File: src/rtl/lps_pkg.sv
// ----------------------------------------------------------------------------
// lps_pkg: shared types and constants for letter-pair similarity
// Beat layouts for both directions, the controller states and the byte
// classification used when forming letter pairs.
// ----------------------------------------------------------------------------
package lps_pkg;

  // Score format: unsigned Q1.16
  localparam int unsigned QUO_W = 17;
  // Divider step counter, holds QUO_W
  localparam int unsigned STEP_W = 5;

  localparam logic [7:0] SPACE_BYTE = 8'h20;
  localparam logic [7:0] NUL_BYTE   = 8'h00;

  // Command codes
  localparam logic CMD_FIRST  = 1'b0;
  localparam logic CMD_SECOND = 1'b1;

  typedef struct packed {
    logic       command;
    logic [7:0] text_byte;
    logic       end_of_string;
  } lps_in_t;

  typedef struct packed {
    logic [16:0] similarity;
    logic [6:0]  shared_pairs;
    logic [7:0]  pair_total;
    logic        no_pairs;
    logic        capacity_exceeded;
  } lps_out_t;

  typedef enum logic [1:0] {
    ST_IDLE,
    ST_SCAN,
    ST_LOAD,
    ST_DIV
  } lps_state_e;

  // A space or a zero byte never takes part in a pair
  function automatic logic is_gap(input logic [7:0] b);
    is_gap = (b == SPACE_BYTE) || (b == NUL_BYTE);
  endfunction

endpackage

File: src/rtl/letter_pair_similarity.sv
// ----------------------------------------------------------------------------
// letter_pair_similarity: Dice-coefficient letter-pair similarity
// Stores letter pairs of the first string in a RAM, lets each pair of the
// second string claim one matching stored pair, and reports the score.
// ----------------------------------------------------------------------------
//  channel  | handshake        | payload
//  ---------+------------------+-----------------------------------------
//  input    | start_i / busy_o | in_i  : command, text_byte, end_of_string
//  result   | valid_o (strobe) | res_o : similarity, shared_pairs,
//           |                  |         pair_total, no_pairs,
//           |                  |         capacity_exceeded
//
// A first-string byte is stored without leaving idle. A second-string byte that
// forms a pair scans the pair RAM one entry per cycle through the single RAM
// read port. The closing second-string byte then starts the bit-serial score
// divider, and once it is done the result beat shows for one cycle.
// Reset clears all counters; the pair RAM needs no clearing, since only
// entries below the stored count are ever read. Results cannot be stalled.
// ----------------------------------------------------------------------------
module letter_pair_similarity
  import lps_pkg::*;
#(
  parameter int unsigned MAX_PAIRS = 64
) (
  input  logic     clk_i,
  input  logic     rst_ni,
  input  logic     start_i,
  output logic     busy_o,
  input  lps_in_t  in_i,
  output logic     valid_o,
  output lps_out_t res_o
);

  localparam int unsigned AW = $clog2(MAX_PAIRS);
  localparam int unsigned CW = $clog2(MAX_PAIRS + 1);
  localparam int unsigned TW = CW + 1;

  lps_state_e    state_q, state_d;
  logic [CW-1:0] first_cnt_q, first_cnt_d;
  logic [CW-1:0] second_cnt_q, second_cnt_d;
  logic [CW-1:0] match_q, match_d;
  logic [7:0]    prev_byte_q, prev_byte_d;
  logic          prev_vld_q, prev_vld_d;
  logic          ovf_q, ovf_d;
  logic [15:0]   pair_q, pair_d;
  logic          last_q, last_d;
  logic [CW-1:0] iss_q, iss_d;
  logic          pend_q, pend_d;
  logic [AW-1:0] chk_q, chk_d;
  lps_out_t      res_q, res_d;
  logic          valid_q, valid_d;

  logic          ram_we, ram_re;
  logic [AW-1:0] ram_waddr, ram_raddr;
  logic [16:0]   ram_wdata, ram_rdata;

  logic             div_start, div_done;
  logic [QUO_W-1:0] div_quo;

  logic          accept;
  logic [15:0]   new_pair;
  logic          pair_ok;
  logic          hit, scan_end;
  logic [TW-1:0] total;
  logic [31:0]   total_ext, match_ext;

  // Pair store: {claimed, first byte, second byte}
  lps_ram #(
    .WIDTH(17),
    .DEPTH(MAX_PAIRS)
  ) u_pair_ram (
    .clk_i  (clk_i),
    .we_i   (ram_we),
    .waddr_i(ram_waddr),
    .wdata_i(ram_wdata),
    .re_i   (ram_re),
    .raddr_i(ram_raddr),
    .rdata_o(ram_rdata)
  );

  // Score divider
  lps_div #(
    .NUM_W(CW),
    .DEN_W(TW)
  ) u_div (
    .clk_i  (clk_i),
    .rst_ni (rst_ni),
    .start_i(div_start),
    .num_i  (match_q),
    .den_i  (total),
    .done_o (div_done),
    .quo_o  (div_quo)
  );

  assign busy_o  = (state_q != ST_IDLE);
  assign accept  = start_i && !busy_o;
  assign valid_o = valid_q;
  assign res_o   = res_q;

  assign new_pair  = {prev_byte_q, in_i.text_byte};
  assign pair_ok   = prev_vld_q && !is_gap(prev_byte_q) && !is_gap(in_i.text_byte);
  assign total     = TW'(first_cnt_q) + TW'(second_cnt_q);
  assign total_ext = 32'(total);
  assign match_ext = 32'(match_q);

  // Scan compare on the entry read last cycle
  assign hit      = pend_q && !ram_rdata[16] && (ram_rdata[15:0] == pair_q);
  assign scan_end = pend_q && (CW'(chk_q) == (first_cnt_q - CW'(1)));

  // Next state and datapath control
  always_comb begin
    state_d      = state_q;
    first_cnt_d  = first_cnt_q;
    second_cnt_d = second_cnt_q;
    match_d      = match_q;
    prev_byte_d  = prev_byte_q;
    prev_vld_d   = prev_vld_q;
    ovf_d        = ovf_q;
    pair_d       = pair_q;
    last_d       = last_q;
    iss_d        = iss_q;
    pend_d       = 1'b0;
    chk_d        = chk_q;
    res_d        = res_q;
    valid_d      = 1'b0;
    ram_we       = 1'b0;
    ram_waddr    = first_cnt_q[AW-1:0];
    ram_wdata    = {1'b0, new_pair};
    ram_re       = 1'b0;
    ram_raddr    = iss_q[AW-1:0];
    div_start    = 1'b0;

    case (state_q)
      ST_IDLE: begin
        if (accept) begin
          prev_byte_d = in_i.end_of_string ? NUL_BYTE : in_i.text_byte;
          prev_vld_d  = !in_i.end_of_string;
          pair_d      = new_pair;
          last_d      = in_i.end_of_string && (in_i.command == CMD_SECOND);
          iss_d       = '0;
          if (pair_ok && (in_i.command == CMD_FIRST)) begin
            if (first_cnt_q < CW'(MAX_PAIRS)) begin
              ram_we      = 1'b1;
              first_cnt_d = first_cnt_q + CW'(1);
            end else begin
              ovf_d = 1'b1;
            end
          end
          if (pair_ok && (in_i.command == CMD_SECOND)) begin
            if (second_cnt_q < CW'(MAX_PAIRS)) begin
              second_cnt_d = second_cnt_q + CW'(1);
              if (first_cnt_q != '0) begin
                state_d = ST_SCAN;
              end
            end else begin
              ovf_d = 1'b1;
            end
          end
          if ((state_d == ST_IDLE) && in_i.end_of_string &&
              (in_i.command == CMD_SECOND)) begin
            state_d = ST_LOAD;
          end
        end
      end

      ST_SCAN: begin
        if (hit || scan_end) begin
          if (hit) begin
            ram_we    = 1'b1;
            ram_waddr = chk_q;
            ram_wdata = {1'b1, pair_q};
            match_d   = match_q + CW'(1);
          end
          state_d = last_q ? ST_LOAD : ST_IDLE;
        end else begin
          // Issue the next read; data comes back next cycle
          ram_re = (iss_q < first_cnt_q);
          pend_d = ram_re;
          chk_d  = iss_q[AW-1:0];
          iss_d  = iss_q + CW'(1);
        end
      end

      ST_LOAD: begin
        div_start = 1'b1;
        state_d   = ST_DIV;
      end

      ST_DIV: begin
        if (div_done) begin
          res_d.similarity        = (total == '0) ? '0 : div_quo;
          res_d.shared_pairs      = match_ext[6:0];
          res_d.pair_total        = total_ext[7:0];
          res_d.no_pairs          = (total == '0);
          res_d.capacity_exceeded = ovf_q;
          valid_d      = 1'b1;
          // Clear for the next string pair
          first_cnt_d  = '0;
          second_cnt_d = '0;
          match_d      = '0;
          ovf_d        = 1'b0;
          prev_byte_d  = NUL_BYTE;
          prev_vld_d   = 1'b0;
          last_d       = 1'b0;
          state_d      = ST_IDLE;
        end
      end

      default: begin
        state_d = ST_IDLE;
      end
    endcase
  end

  // Control registers
  always_ff @(posedge clk_i or negedge rst_ni) begin
    if (!rst_ni) begin
      state_q      <= ST_IDLE;
      first_cnt_q  <= '0;
      second_cnt_q <= '0;
      match_q      <= '0;
      prev_byte_q  <= NUL_BYTE;
      prev_vld_q   <= 1'b0;
      ovf_q        <= 1'b0;
      last_q       <= 1'b0;
      iss_q        <= '0;
      pend_q       <= 1'b0;
      valid_q      <= 1'b0;
    end else begin
      state_q      <= state_d;
      first_cnt_q  <= first_cnt_d;
      second_cnt_q <= second_cnt_d;
      match_q      <= match_d;
      prev_byte_q  <= prev_byte_d;
      prev_vld_q   <= prev_vld_d;
      ovf_q        <= ovf_d;
      last_q       <= last_d;
      iss_q        <= iss_d;
      pend_q       <= pend_d;
      valid_q      <= valid_d;
    end
  end

  // Payload registers
  always_ff @(posedge clk_i) begin
    pair_q <= pair_d;
    chk_q  <= chk_d;
    res_q  <= res_d;
  end

endmodule

File: src/rtl/lps_ram.sv
// ----------------------------------------------------------------------------
// lps_ram: generic simple dual-port RAM
// One write port, one read port, read data registered.
// ----------------------------------------------------------------------------
module lps_ram #(
  parameter int unsigned WIDTH = 17,
  parameter int unsigned DEPTH = 64
) (
  input  logic                     clk_i,
  input  logic                     we_i,
  input  logic [$clog2(DEPTH)-1:0] waddr_i,
  input  logic [WIDTH-1:0]         wdata_i,
  input  logic                     re_i,
  input  logic [$clog2(DEPTH)-1:0] raddr_i,
  output logic [WIDTH-1:0]         rdata_o
);

  logic [WIDTH-1:0] mem_q [DEPTH];
  logic [WIDTH-1:0] rdata_q;

  // Write port
  always_ff @(posedge clk_i) begin
    if (we_i) begin
      mem_q[waddr_i] <= wdata_i;
    end
  end

  // Registered read port
  always_ff @(posedge clk_i) begin
    if (re_i) begin
      rdata_q <= mem_q[raddr_i];
    end
  end

  assign rdata_o = rdata_q;

endmodule

File: src/rtl/lps_div.sv
// ----------------------------------------------------------------------------
// lps_div: iterative restoring divider for the score
// Computes floor(num * 2^QUO_W / den) one quotient bit per cycle, assuming
// num < den. After the last step, done_o is high for a cycle.
// ----------------------------------------------------------------------------
module lps_div
  import lps_pkg::*;
#(
  parameter int unsigned NUM_W = 7,
  parameter int unsigned DEN_W = 8
) (
  input  logic             clk_i,
  input  logic             rst_ni,
  input  logic             start_i,
  input  logic [NUM_W-1:0] num_i,
  input  logic [DEN_W-1:0] den_i,
  output logic             done_o,
  output logic [QUO_W-1:0] quo_o
);

  logic              active_q, active_d;
  logic [STEP_W-1:0] cnt_q, cnt_d;
  logic [DEN_W:0]    rem_q, rem_d;
  logic [DEN_W:0]    den_q, den_d;
  logic [QUO_W-1:0]  quo_q, quo_d;
  logic [DEN_W:0]    rem_sh;
  logic              ge;

  // One shift-and-subtract step
  assign rem_sh = {rem_q[DEN_W-1:0], 1'b0};
  assign ge     = rem_sh >= den_q;

  always_comb begin
    active_d = active_q;
    cnt_d    = cnt_q;
    rem_d    = rem_q;
    den_d    = den_q;
    quo_d    = quo_q;
    done_o   = 1'b0;
    if (start_i) begin
      active_d = 1'b1;
      cnt_d    = STEP_W'(QUO_W);
      rem_d    = (DEN_W+1)'(num_i);
      den_d    = {1'b0, den_i};
      quo_d    = '0;
    end else if (active_q) begin
      if (cnt_q == '0) begin
        done_o   = 1'b1;
        active_d = 1'b0;
      end else begin
        cnt_d = cnt_q - STEP_W'(1);
        rem_d = ge ? (rem_sh - den_q) : rem_sh;
        quo_d = {quo_q[QUO_W-2:0], ge};
      end
    end
  end

  // Control state
  always_ff @(posedge clk_i or negedge rst_ni) begin
    if (!rst_ni) begin
      active_q <= 1'b0;
      cnt_q    <= '0;
    end else begin
      active_q <= active_d;
      cnt_q    <= cnt_d;
    end
  end

  // Datapath
  always_ff @(posedge clk_i) begin
    rem_q <= rem_d;
    den_q <= den_d;
    quo_q <= quo_d;
  end

  assign quo_o = quo_q;

endmodule
File: config.mk
export PLATFORM = sky130hd
export DESIGN_NAME = letter_pair_similarity
export DESIGN_NICKNAME = d
export VERILOG_FILES = /design/src/rtl/lps_pkg.sv /design/src/rtl/letter_pair_similarity.sv /design/src/rtl/lps_ram.sv /design/src/rtl/lps_div.sv
export SDC_FILE = /design/constraint.sdc
export NUM_CORES = 1
export LEC_CHECK = 0
export ABC_AREA = 0
export BUFFER_PORTS_ARGS = -buffer_cell sky130_fd_sc_hd__clkbuf_2
export CAP_MARGIN = 40
export CORE_ASPECT_RATIO = 1.4
export CORE_UTILIZATION = 50
export CTS_CLUSTER_SIZE = 10
export DETAILED_ROUTE_END_ITERATION = 8
export PLACE_DENSITY = 0.65
export SETUP_SLACK_MARGIN = 0.02
export SLEW_MARGIN = 10
export SYNTH_ARGS = -nofsm -noshare
export SYNTH_HDL_FRONTEND = slang
export SYNTH_SLANG_ARGS = --single-unit
File: constraint.sdc
create_clock -name clk_i -period 23.3 [get_ports clk_i]
set_input_delay 0 -clock clk_i [delete_from_list [all_inputs] [get_ports clk_i]]
set_output_delay 0 -clock clk_i [all_outputs]
set_load 0.01 [all_outputs]
# Word-level counts from Yosys, hierarchy flattened

Memories as Yosys holds them, arrays and structs flattened. A register that Yosys moved wholly into a read port is not among the register bits.
Index checks and enable logic that the tools add are counted.

Flip-flop bits (word level): 138
RAM bits: 1088
Bits of input ports: 13
Word-level logic and storage cells: 172
Memories kept: 1

Memory list:

| memory           | words | width | read ports | clocked after Yosys merged registers in | write ports | RTL line      | source |
|---|---|---|---|---|---|---|---|
| u_pair_ram.mem_q | 64    | 17    | 1          | 1                                       | 1           | lps_ram.sv:18 | `logic [WIDTH-1:0] mem_q [DEPTH];` |

Add/subtract/negate cells: 8
Order comparisons: 4
Equal/unequal tests: 17
Mux-type cells: 73
Bitwise operators: 3
Reduce and logical (&&, ||, !) cells: 42

Operators by type and width:

| kind                                                            | count |
|---|---|
| 7-bit two-way mux                                               | 14 |
| 7-bit one-hot mux with 2 select lines                           | 4 |
| 17-bit two-way mux                                              | 3 |
| 8-bit two-way mux                                               | 4 |
| 7-bit by 1-bit adder with 7-bit output, second input constant   | 4 |
| 1-bit two-way mux                                               | 26 |
| 8-bit zero test                                                 | 3 |
| 2-bit two-way mux                                               | 10 |
| 2-bit != test, second input constant                            | 10 |
| 6-bit two-way mux                                               | 3 |
| 16-bit == test                                                  | 1 |
| 8-bit by 6-bit == test with 1-bit output, second input constant | 2 |
| 8-bit one-hot mux with 2 select lines                           | 1 |
| 5-bit two-way mux                                               | 3 |
| 7-bit < comparator, second input constant                       | 2 |
| 1-bit logical AND                                               | 11 |
| 2-bit AND reduction                                             | 5 |
| 5-bit AND reduction                                             | 2 |
| 2-bit nonzero test                                              | 5 |
| 9-bit by 8-bit >= comparator with 1-bit output                  | 1 |
| 3-bit AND reduction                                             | 3 |
| 7-bit by 7-bit adder with 8-bit output                          | 1 |
| 1-bit one-hot mux with 2 select lines                           | 4 |
| 2-bit one-hot mux with 4 select lines                           | 1 |
| 14 further kinds                                                | 24 |

# Longest topological paths before layout

Word-level depth: 15
Gate-level depth with buffers: 10
Mapped depth without buffers: 9

# By module

A second synthesis with hierarchy kept.

Cells, all modules: 2551
Area total of the unflattened synthesis: 49403.6 sq um

By module, submodules not included:

| module                 | times used | cells each | area an instance (sq um) | sequential area each (sq um) |
|---|---|---|---|---|
| lps_ram                | 1          | 1953       | 42520.8                  | 33181.8 |
| letter_pair_similarity | 1          | 427        | 5032.3                   | 2757.6 |
| lps_div                | 1          | 171        | 1850.5                   | 960.9 |

# Worst setup path after synthesis

OpenSTA, ideal clock, no wires.

Path type: register to register
Start point: register pair_q[2]
End point: memory u_pair_ram.mem_q[43][0] (enable)
Setup time: 0.435 ns
Arrival time: 7.618 ns
Data required time: 22.865 ns
Setup slack: 15.247 ns
Cell stages (with the launch flop): 8
Buffers on the path: 1
Period minus slack after synthesis: 8.053 ns
Cell sequence: edfxtp_1 xor2_1 nor4_1 nand2_1 nor4b_1 a22oi_2 buf_2 nor4_1

Word-level cells in the longest chain between the ends: 7
Elaborated cells on any way between the ends: 11

RTL lines:

| what                                                         | RTL line                                                     | source |
|---|---|---|
| from (decl)                                                  | letter_pair_similarity.sv:45                                 | `logic [15:0] pair_q, pair_d;` |
| from (signal assigned)                                       | letter_pair_similarity.sv:246                                | `pair_q <= pair_d;` |
| 16-bit == test *                                             | letter_pair_similarity.sv:107                                | `assign hit = pend_q && !ram_rdata[16] && (ram_rdata[15:0] == pair_q);` |
| 1-bit logical AND *                                          | letter_pair_similarity.sv:107                                |  |
| 1-bit two-way mux / 1-bit logical OR (equally long branches) | letter_pair_similarity.sv:168, letter_pair_similarity.sv:167 |  |
| 1-bit two-way mux                                            | letter_pair_similarity.sv:167                                | `if (hit \|\| scan_end) begin` |
| 1-bit one-hot mux with 2 select lines                        | letter_pair_similarity.sv:133                                | `case (state_q)` |
| 1-bit two-way mux                                            | lps_ram.sv:23                                                | `if (we_i) begin` |
| 1-bit two-way mux (not written as such)                      | lps_ram.sv:24                                                | `mem_q[waddr_i] <= wdata_i;` |
| to (decl)                                                    | lps_ram.sv:18                                                |  |

Every way passes the cells marked *; elsewhere a longest branch is shown, timed or not.

# Final worst setup path

Start point: register iss_q[0]
End point: register u_pair_ram.rdata_q[12], in the netlist u_pair_ram.rdata_o[12], read port of u_pair_ram.mem_q, data pin

Word-level cells in the longest chain between the ends: 3

RTL lines:

| what                   | RTL line                      | source |
|---|---|---|
| from (decl)            | letter_pair_similarity.sv:47  | `logic [CW-1:0] iss_q, iss_d;` |
| from (signal assigned) | letter_pair_similarity.sv:238 | `iss_q <= iss_d;` |
| 7-bit < comparator     | letter_pair_similarity.sv:177 | `ram_re = (iss_q < first_cnt_q);` |
| 1-bit two-way mux      | letter_pair_similarity.sv:167 |  |
| 1-bit two-way mux      | letter_pair_similarity.sv:133 |  |
| to (decl)              | lps_ram.sv:19                 | `logic [WIDTH-1:0] rdata_q;` |

Several ways; a longest one is shown, not always the timed one.
A chain may end at the register's enable or synchronous reset.

==> impl_metrics.csv <==
group,metric,value,unit
global_route,grt_usage,24.7,%
sta,fmax,197,MHz
sta,worst_pin_slew,0.981,ns
floorplan,start_util,50.6,%
yosys,synth_adder_area_share,0.795,%
detailed_routing,dr.pass1.iters,5,
worst_setup_path,cp-end-kind,"flip-flop",
detailed_routing,met1_length,43500,um
clock_network,cts_buffers,142,
detailed_routing,wl,120000,um
clock_network,clock-sinks,1243,
floorplan,die_h,373,um
floorplan,num_rows,135,
sta,holdWs,0.119,ns
worst_setup_path,cp_max_fo,105,
detailed_routing,drt_iter0_markers,2691,
yosys,yosys.area_share.simple,3.87,%
floorplan,core-area,97000,um^2
yosys,synth_top_family_by_area,"multiplexers",
worst_setup_path,cp.required,23.79,ns
sta,finalCritPeriodShare,21.8,%
worst_setup_path,cp_num_buf_inv,5,
global_route,grt_max_degree,106,
power,power.density,78.4,nW/um^2
worst_setup_path,rr_startpoint,"iss_q[0]",
floorplan,boundaryPins,49,
sta,tns,0,ns
sta,setup_viol,0,
sta,finalMaxSlewViolations,0,
layout,num_antenna_cells,0,
run,max_cap_viol_count,0,
yosys,ys_dominant_reg_cell,"edfxtp_1",
yosys,synth_edf_count,1176,
sta,slew_headroom,34.6,%
detailed_routing,top_layer,"met4",
clock_network,cts_hold_buf,15,
detailed_routing,viasPerCell,6.25,
yosys,yosys_register_bits,1243,
global_route,grt_pass1_vias,25700,
sta,clock_skew,0.0276,ns
yosys,ys_seq_area_share,75.2,%
worst_setup_path,critPathMaxStageDelay,0.85,ns
placed_design,place_congestion,0.868,
floorplan,die_x,267,um
outcome,outcome,"finished clean",
sta,fin_crit,5.08,ns
detailed_routing,via_count,24500,
clock_network,post_cts_resized,0,
min_path,holdPathEnd,"pair_q[2]",
yosys,ys_types,64,
yosys,synth_xor_area_share,0.678,%
worst_setup_path,startpoint_type,"flip-flop",
yosys,async_flop_share,3.94,%
worst_setup_path,cp_data_arrival_time,5.56,ns
worst_setup_path,crit_cells,9,
clock_network,ctsLongestPathBuffers,3,
global_route,grt_pass1_wl,173000,um
global_route,grt.overflow.total,0,
power,max-vdd-ir-drop,0.0000645,V
clock_network,clk_pin_slew,0.06,ns
min_path,hold_class,"in -> reg",
yosys,synth_warnings,0,
worst_setup_path,crit_start,"iss_q[0]",
layout,final_common_cell,"edfxtp_1",
power,p_leak,17.8,nW
worst_setup_path,reg2reg_depth,9,
layout,final_cell_mix,"1176 x edfxtp_1, 340 x mux4_2, 146 x clkbuf_16",
min_path,min_path_cells,2,
sta,rsz0062_at_grt,"no",
detailed_routing,wire_per_inst,30.5,um
layout,finish.utilization,58.2,%
clock_network,cts_max_level,4,
clock_network,clk_latency,0.76,ns
sta,fin_ws,18.22,ns
placed_design,io_buffer_count,48,
detailed_routing,ant_nets,0,
yosys,muxShareOfSynthArea,15.9,%
detailed_routing,wl_met3,7360,um
yosys,synthCells,2371,
detailed_routing,wl_met2,61800,um
layout,nets,2614,
placed_design,hpwl,68600,um
layout,syn2layout_area_growth,14.9,%
detailed_routing,remaining_drc_errors,0,
worst_setup_path,worstPathCellList,"buf_4 -> buf_16 -> buf_12 -> buf_4 -> buf_12 -> mux4_2 -> mux4_2 -> a22oi_1 -> nand2_1",
worst_setup_path,regToRegSetupSlack,18.22,ns
worst_setup_path,crit_type,"reg -> reg",
global_route,antenna_found_initial,4,
floorplan,die-area,99400,um^2
worst_setup_path,cp_slowest_cell,"dfrtp_4",
placed_design,dpl_worst_slack,18.16,ns
yosys,synth-compound-area-share,2.18,%
clock_network,root_buffer,"clkbuf_16",
clock_network,cts_tree,"built",
clock_network,cts_setup_buffers,0,
yosys,avgSynthCellArea,20.7,um^2
worst_setup_path,crit_family,"buffers and inverters",
layout,drive_above_1_share,29.7,%
worst_setup_path,rr_endpoint,"u_pair_ram.rdata_o[12]",
yosys,syn-num-nets,2414,
min_path,min_from,"in_i[3]",
yosys,syn_area,49100,um^2
sta,finalHoldViolCount,0,
report_power, final:
part	internal, mW	switching, mW	leakage [nW]
clock network	1.14	0.834	1.93
registers	2.42	0	11.7
logic	0.00568	0.0210	4.17
stage by stage:
step / power [mW] / cells / area (um^2)
after floorplan: 2.48 / 2371 / 49100
after global placement: 2.49 / 3682 / 51700
after detailed placement: 2.49 / 3711 / 52200
after CTS: 4.46 / 3923 / 56400
after global routing: 4.53 / 3925 / 56400
final: 4.42 / 3925 / 56400
cell usage after synthesis (3+ instances only):
master | number | area, um^2
a211o_1 | 3 | 26.3
a211oi_1 | 4 | 30.0
a21o_1 | 6 | 45.0
a21oi_1 | 44 | 220
a22oi_1 | 34 | 255
a31oi_1 | 5 | 31.3
and2_1 | 23 | 144
buf_1 | 30 | 113
buf_2 | 17 | 85.1
clkbuf_1 | 82 | 308
dfrtp_1 | 49 | 1230
dfxtp_1 | 18 | 360
edfxtp_1 | 1176 | 35300
ha_1 | 28 | 350
inv_1 | 35 | 131
mux2i_1 | 14 | 140
mux4_2 | 340 | 7660
nand2_1 | 141 | 529
nand2b_1 | 13 | 81.3
nand3_1 | 30 | 150
nand4_1 | 11 | 68.8
nor2_1 | 34 | 128
nor2b_1 | 7 | 43.8
nor3_1 | 19 | 95.1
nor3b_1 | 3 | 22.5
nor4_1 | 61 | 382
nor4b_1 | 3 | 26.3
o211ai_1 | 4 | 30.0
o21a_1 | 13 | 97.6
o21ai_0 | 26 | 130
o31a_1 | 5 | 43.8
o31ai_1 | 5 | 37.5
or2_2 | 5 | 31.3
or3_1 | 8 | 50.1
or4_1 | 6 | 45.0
xnor2_1 | 25 | 219
xor2_1 | 13 | 114
cells by family after synthesis:
kind of cell | count (synthesis)
AOI/OAI and AO/OA | 162
and+or+nand+nor | 375
muxes | 356
buffers and inverters | 167
xor gates and xnor gates | 38
adders and majority gates | 30
DFF | 1243
registers in the layout (all words and copies together), names as in the netlist, 6 cells and up:
name                count
u_pair_ram.mem_q     1088
res_o                  34
u_div.quo_o            17
u_pair_ram.rdata_o     17
pair_q                 16
prev_byte_q             8
u_div.den_q             8
u_div.rem_q             8
first_cnt_q             7
iss_q                   7
match_q                 7
second_cnt_q            7
chk_q                   6
final cells by class:
class	count	area, um^2
sequential	1243	36900
clock buffer	186	3810
timing repair buffer	186	1710
fill	7003	40600
multi-input combinational	961	12000
inverter	37	151
tap	1301	1630
clock inverter	11	166
routing by layer:
layer  GRT usage, %  vias up
met5              0        -
li1               -    10200
met2           41.6      998
met4           14.3        0
met1           30.3    13100
met3           4.00      261
worst register-to-register path: stages (launching register included):
cell and delay [ns]:
dfrtp_4 0.85, buf_4 0.47, buf_16 0.31, buf_12 0.65, buf_4 0.75, buf_12 0.30
mux4_2 0.58, mux4_2 0.50, a22oi_1 0.29, nand2_1 0.10
worst max path at each step:
stage,end,slack [ns]
floorplan,u_pair_ram.mem_q[43][0],15.25
global placement,u_pair_ram.rdata_o[11],17.87
detailed placement,u_pair_ram.rdata_o[12],18.16
CTS,u_pair_ram.rdata_o[12],18.08
global route,u_pair_ram.rdata_o[12],17.76
finish,u_pair_ram.rdata_o[12],18.22
(Power assumes the default switching activity.)
